**config.mk**
```make
export PLATFORM = sky130hd
export DESIGN_NAME = ecv_cell
export DESIGN_NICKNAME = d
export VERILOG_FILES = /design/src/rtl/core/emboss_convolution_3x3_rgb_macros.svh /design/src/rtl/core/ecv_pkg.sv /design/src/rtl/core/ecv_cell.sv
export SDC_FILE = /design/constraint.sdc
export NUM_CORES = 1
export LEC_CHECK = 0
export BUFFER_PORTS_ARGS = -buffer_cell sky130_fd_sc_hd__buf_2
export CAP_MARGIN = 20
export CORE_MARGIN = 1
export CORE_UTILIZATION = 24
export CTS_CLUSTER_DIAMETER = 40
export CTS_CLUSTER_SIZE = 10
export DETAILED_ROUTE_END_ITERATION = 12
export PLACE_DENSITY_LB_ADDON = 0.08
export SYNTH_ARGS = -nofsm -noshare
export SYNTH_HDL_FRONTEND = slang
export SYNTH_SLANG_ARGS = --single-unit
```
**constraint.sdc**
```tcl
create_clock -name clk -period 11.7 [get_ports clk]
set_clock_uncertainty 0.15 [all_clocks]
set_input_delay 2.34 -clock clk [delete_from_list [all_inputs] [get_ports clk]]
set_output_delay 2.34 -clock clk [all_outputs]
set_load 0.01 [all_outputs]
```
**src/rtl/core/emboss_convolution_3x3_rgb_macros.svh**
```systemverilog
// Assertion macros for the emboss filter. Each check samples on clk and is
// disabled while rst is high.
`ifndef EMBOSS_CONVOLUTION_3X3_RGB_MACROS_SVH
`define EMBOSS_CONVOLUTION_3X3_RGB_MACROS_SVH
`ifndef SYNTHESIS
`define ECV_ASSERT_NOW(lbl, ante, cons) \
  lbl: assert property (@(posedge clk) disable iff (rst) (ante) |-> (cons)) \
    else $error("ecv check failed");
`define ECV_ASSERT_NEXT(lbl, ante, cons) \
  lbl: assert property (@(posedge clk) disable iff (rst) (ante) |=> (cons)) \
    else $error("ecv check failed");
`else
`define ECV_ASSERT_NOW(lbl, ante, cons)
`define ECV_ASSERT_NEXT(lbl, ante, cons)
`endif
`endif

```
**src/rtl/core/ecv_pkg.sv**
```systemverilog
package ecv_pkg;

  localparam int MAX_WIDTH_DEF = 2048;
  localparam int MAX_HEIGHT    = 2048;

  localparam int CH_W    = 8;
  localparam int PIX_W   = 3 * CH_W;
  localparam int TAP_W   = 5;
  localparam int SIZE_W  = 12;
  localparam int KERN_W  = 45;
  localparam int BIAS_W  = 9;
  localparam int OWED_W  = 13;
  localparam int PSUM_W  = 15;
  localparam int SUM_W   = 17;
  localparam int PADDR_W = 5;
  localparam int PDATA_W = 64;

  localparam logic [SIZE_W-1:0] WIDTH_RST  = 12'd640;
  localparam logic [SIZE_W-1:0] HEIGHT_RST = 12'd480;
  localparam logic [KERN_W-1:0] KERN_RST   = 45'd1133905937407;
  localparam logic [BIAS_W-1:0] BIAS_RST   = 9'd128;

  typedef enum logic [1:0] {
    REG_WIDTH  = 2'd0,
    REG_HEIGHT = 2'd1,
    REG_KERNEL = 2'd2,
    REG_BIAS   = 2'd3
  } cfg_reg_t;

  typedef logic [PIX_W-1:0] pix_t;
  typedef logic [2:0][PIX_W-1:0] col_t;
  typedef logic [2:0][TAP_W-1:0] tap_col_t;
  typedef logic signed [PSUM_W-1:0] psum_t;

  typedef struct packed {
    logic take;
    logic retire;
  } lb_ctrl_t;

  typedef struct packed {
    logic advance;
    logic shift;
  } cell_ctrl_t;

  typedef struct packed {
    logic [CH_W-1:0] red;
    logic [CH_W-1:0] green;
    logic [CH_W-1:0] blue;
    logic            fend;
  } result_t;

  function automatic tap_col_t tap_col(input logic [KERN_W-1:0] kern, input int col);
    tap_col_t t;
    for (int r = 0; r < 3; r++) begin
      t[r] = kern[TAP_W*(3*r+col) +: TAP_W];
    end
    return t;
  endfunction

  function automatic logic [CH_W-1:0] clamp8(input logic signed [SUM_W-1:0] s);
    logic [CH_W-1:0] v;
    if (s < 0) begin
      v = '0;
    end else if (s > SUM_W'(255)) begin
      v = 8'hFF;
    end else begin
      v = s[CH_W-1:0];
    end
    return v;
  endfunction

endpackage

```
**src/rtl/core/ecv_cell.sv**
```systemverilog
module ecv_cell (
  input  logic                clk,
  input  logic                rst,
  input  ecv_pkg::cell_ctrl_t ctrl,
  input  ecv_pkg::col_t       col_in,
  input  ecv_pkg::tap_col_t   taps,
  output ecv_pkg::col_t       col_out,
  output ecv_pkg::psum_t      psum [3]
);
  import ecv_pkg::*;

  col_t  col_q;
  psum_t psum_d [3];
  psum_t psum_q [3];

  always_ff @(posedge clk) begin
    if (rst) begin
      col_q <= '0;
    end else if (ctrl.shift) begin
      col_q <= col_in;
    end
  end

  // One column of the window, three taps per channel.
  always_comb begin
    for (int ch = 0; ch < 3; ch++) begin
      psum_d[ch] = '0;
      for (int r = 0; r < 3; r++) begin
        psum_d[ch] = psum_d[ch]
                   + psum_t'($signed({1'b0, col_q[r][CH_W*ch +: CH_W]}))
                   * psum_t'($signed(taps[r]));
      end
    end
  end

  always_ff @(posedge clk) begin
    if (ctrl.advance) begin
      psum_q <= psum_d;
    end
  end

  assign col_out = col_q;
  assign psum    = psum_q;

endmodule

```
; ---- After elaboration in Yosys (flattened, before gate mapping)
; Index checks and enable logic that the tools add are counted.
[classes]
n_addsub = 6
mul = 9
[ops]
columns = cell, n
row1 = 9-bit by 5-bit multiplier with 14-bit output, 9
row2 = 14-bit by 14-bit adder with 15-bit output, 3
row3 = 15-bit by 14-bit adder with 15-bit output, 3
[word_totals]
reg_bits = 117
out_inout_bits = 117
word_cells = 21

; ---- Depth between registers and ports, before layout
[depth]
depth_word = 3
ltp_mapped = 23
mapped_depth_nobuf = 21

; ---- Worst setup path after synthesis
; Ideal clock, no wire load.
[synth_path]
path_type = input to register
startpoint = input port taps[14] in the netlist's numbering
endpoint = register psum_q, in the netlist psum[41] (data pin)
setup_time_ns = 0.260
arrival_ns = 7.922
setup_slack_ns = 3.367
stages = 22
path_buffers = 3
path_cell_list = buf_2 inv_1 clkbuf_1 nor2_1 fa_1 inv_1 fa_1 inv_1 fa_1 fa_1 inv_1 fa_1 fa_1 inv_1 ha_1 buf_6 a21o_1 a21o_1 a221o_1 a31o_1 a21oi_2 xnor2_1
[synth_rtl]
columns = element, line
row1 = start: declaration, ecv_cell.sv:6  ; input ecv_pkg::tap_col_t taps,
row2 = end signal: assignment, ecv_cell.sv:38  ; psum_q <= psum_d;
row3 = end: declaration, ecv_cell.sv:14  ; psum_t psum_q [3];

==> flow_summary_export.csv <==
group,metric,value,unit
global_route,grt_pass1_wl,84000,microns
power,p_leak,10.3,nW
detailed_routing,viasPerCell,4.14,
placed_design,io_buffers,207,
status,status,"finished clean",
clock_network,clockRootBuffer,"clkbuf_16",
clock_network,cts_tree,"yes",
timing,rsz0062_at_grt,"no",
clock_network,hold_buffers,0,
flow_run,maxCapViolCount,0,
placed_design,dpl_cell_area,0.0194,sq mm
setup_path,required,11.77,ns
timing,setup_viol_count_final,0,
clock_network,cts_max_level,4,
floorplanning,initial_core_util,24.3,%
power,ir_drop,135,uV
detailed_routing,via_count,12300,
synthesis,ys_seq_area_share,16.1,%
setup_path,cp_cell_sequence,"buf_2 > buf_4 > nand2b_1 > fa_1 > inv_1 > fa_1 > fa_1 > fa_1 > fa_1 > inv_1 > fa_1 > inv_1 > ha_1 > and3_1 > nor2b_1 > a211oi_1 > o21ai_1 > a21oi_1 > xnor2_1",
timing,relSlewSlack,34.5,%
setup_path,rrSetupSlack,5.59,ns
setup_path,path_class,"in2reg",
detailed_routing,wl_per_cell,18.1,microns
synthesis,synth_flop_cell,"dfxtp_1",
setup_path,cp_max_fo,33,
timing,max_freq,119,MHz
timing,worst_slew_pin_slew,0.982,ns
synthesis,synth_area,0.0174,sq mm
power,powerDensity,227,mW/mm^2
floorplanning,die_y,271,microns
synthesis,ys_warn_count,0,
setup_path,cpPeakStageDelay,0.62,ns
detailed_routing,antenna_left,0,
synthesis,synth_edf_count,45,
floorplanning,dieArea,0.0735,sq mm
synthesis,synth_area_per_cell,9.54,sq um
global_route,grtUsageTotal,15.4,%
synthesis,synth_fp_nets,2404,
final_layout,final_common_cell,"inv_1",
clock_network,clock_path_buffers,2,
global_route,grt_pass1_vias,13600,
setup_path,crit_path_end_kind,"register",
clock_network,cts_sinks,117,
clock_network,post_cts_buffers,0,
timing,drv_slew,0,
synthesis,ys_seq_elements,117,
timing,tns,0,ns
final_layout,final_cell_mix,"416 x inv_1, 315 x fa_1, 206 x buf_2, 177 x ha_1, 169 x nand2_1",
floorplanning,core_area,0.0716,sq mm
setup_path,cp_common_cell,"fa_1",
global_route,grt_max_degree,73,
floorplanning,dieWidth,271,microns
floorplanning,io_pins,208,
setup_path,cpMaxStageDelayCell,"buf_2",
final_layout,final_cell_area,0.0201,sq mm
final_layout,area_growth,15.7,%
clock_network,cts-resized-gates,0,
timing,min_period,8.40,ns
detailed_routing,drc,0,
final_layout,final_nets,2584,
global_route,antenna_found_initial,5,
placed_design,gp_congestion,0.782,
detailed_routing,dr.first_iter.drc_count,441,
placed_design,dp_hpwl,42900,microns
clock_network,path_clk_slew,0.06,ns
detailed_routing,dr.pass1.iters,4,
synthesis,synth_cells,1821,
global_route,overflow,0,
setup_path,path_buf_inv,5,
synthesis,async_flop_share,0,%
clock_network,clk-insertion-delay-late,0.49,ns
synthesis,ys_types,53,
power,power,4.57,mW
hold_path,hp-class,"reg2reg",
detailed_routing,totalWireLength,53700,microns
timing,finalCritPeriodShare,71.8,%
final_layout,drive_gt1_share,12.6,%
setup_path,crit_arrival,8.47,ns
setup_path,crit_family,"adder cells",
floorplanning,num_rows,98,
timing,finalHoldViolations,0,
setup_path,worstSetupStartpointType,"input port",
clock_network,cts_made_buffers,17,
==> through the flow <==
step	cells	hold slack [ns]	utilization, %	setup WS [ns]
after floorplan	1821	0.418	-	3.37
after CTS	2964	0.478	28.1	3.19
after global placement	2932	0.458	27.2	2.74
after detailed placement	2932	0.458	27.2	2.68
final	2967	0.464	28.1	3.30
after global routing	2964	0.521	28.1	2.88
==> cell type report <==
type                    instances  area [sq um]
flip-flops and latches        117          2790
clock inverters                11           138
inverters                     417          1570
clock buffers                  21           514
fillers                      7709         51500
well taps                     950          1190
multi-input cells            1234         12800
diodes                          3          7.51
repair buffers                214          1090
==> sequential cells by signal, summed over array words and instances, names as in the netlist <==
name	cells
psum	45
col_out	72
==> cell usage after synthesis (all sizes together) (2+ instances only) <==
cell | number | share of area [%]
a211oi | 5 | 0.22
a21o | 12 | 0.52
a21oi | 31 | 0.91
a221oi | 3 | 0.15
a31oi | 5 | 0.22
a41o | 2 | 0.12
a41oi | 2 | 0.10
and2 | 143 | 5.1
and3 | 4 | 0.14
buf | 10 | 0.32
clkbuf | 43 | 0.93
dfxtp | 72 | 8.3
edfxtp | 45 | 7.8
fa | 315 | 36
ha | 177 | 13
inv | 416 | 9.0
mux2i | 74 | 4.3
nand2 | 169 | 3.7
nand2b | 27 | 0.97
nand3 | 9 | 0.26
nor2 | 144 | 3.1
nor2b | 5 | 0.18
nor3 | 4 | 0.12
nor3b | 2 | 0.086
o2111ai | 3 | 0.15
o21a | 6 | 0.26
o21ai | 21 | 0.60
o31a | 2 | 0.11
or2 | 4 | 0.14
or3 | 2 | 0.072
xnor2 | 32 | 1.6
xor2 | 18 | 0.91
==> worst reg2reg max path: stages (launching register included) <==
cell and delay [ns]:
dfxtp_1 0.62, nand2_1 0.15, fa_1 0.56, inv_1 0.06
fa_1 0.49, inv_1 0.05, fa_1 0.53, inv_1 0.05
fa_1 0.46, fa_1 0.52, fa_1 0.43, ha_1 0.38
o21ai_1 0.21, a22oi_1 0.15, a211oi_1 0.56, o21ai_1 0.17
a21oi_1 0.20, xnor2_1 0.08
==> path summary, 6_finish.rpt <==
path / startpoint / to / depth (start not counted)
hold reg to reg: col_out[40] / col_out[40] / 2
hold / removal: col_out[40] / col_out[40] / 2
setup / recovery: taps[14] / psum[29] / 19
setup reg to reg: col_out[58] / psum[29] / 17
==> kinds of logic after synthesis <==
| kind of cell | synth area share [%] |
|---|---|
| AOI/OAI and AO/OA | 3.80 |
| and+or+nand+nor | 14.1 |
| buffers and inverters | 10.3 |
| muxes | 4.26 |
| adders and majority gates | 49.0 |
| DFF | 16.1 |
| xor gates and xnor gates | 2.52 |
==> per-layer routing <==
layer | vias to the layer above | share of wire (%) | wire length (microns) | GRT usage, %
met4 | 4 | 1.4 | 772 | 4.02
met1 | 6198 | 46 | 24700 | 20.2
met3 | 45 | 3.5 | 1890 | 2.51
met2 | 188 | 49 | 26200 | 26.2
li1 | 5858 | - | - | -
met5 | - | 0.067 | 36 | 0
==> report_power, final <==
part	internal (mW)	total (mW)	leakage, nW	switching [mW]
clock network	0.377	0.603	0.323	0.226
logic	1.37	3.23	8.95	1.86
registers	0.672	0.738	1.03	0.0660
Note: power is estimated with default switching activity, not from simulation.
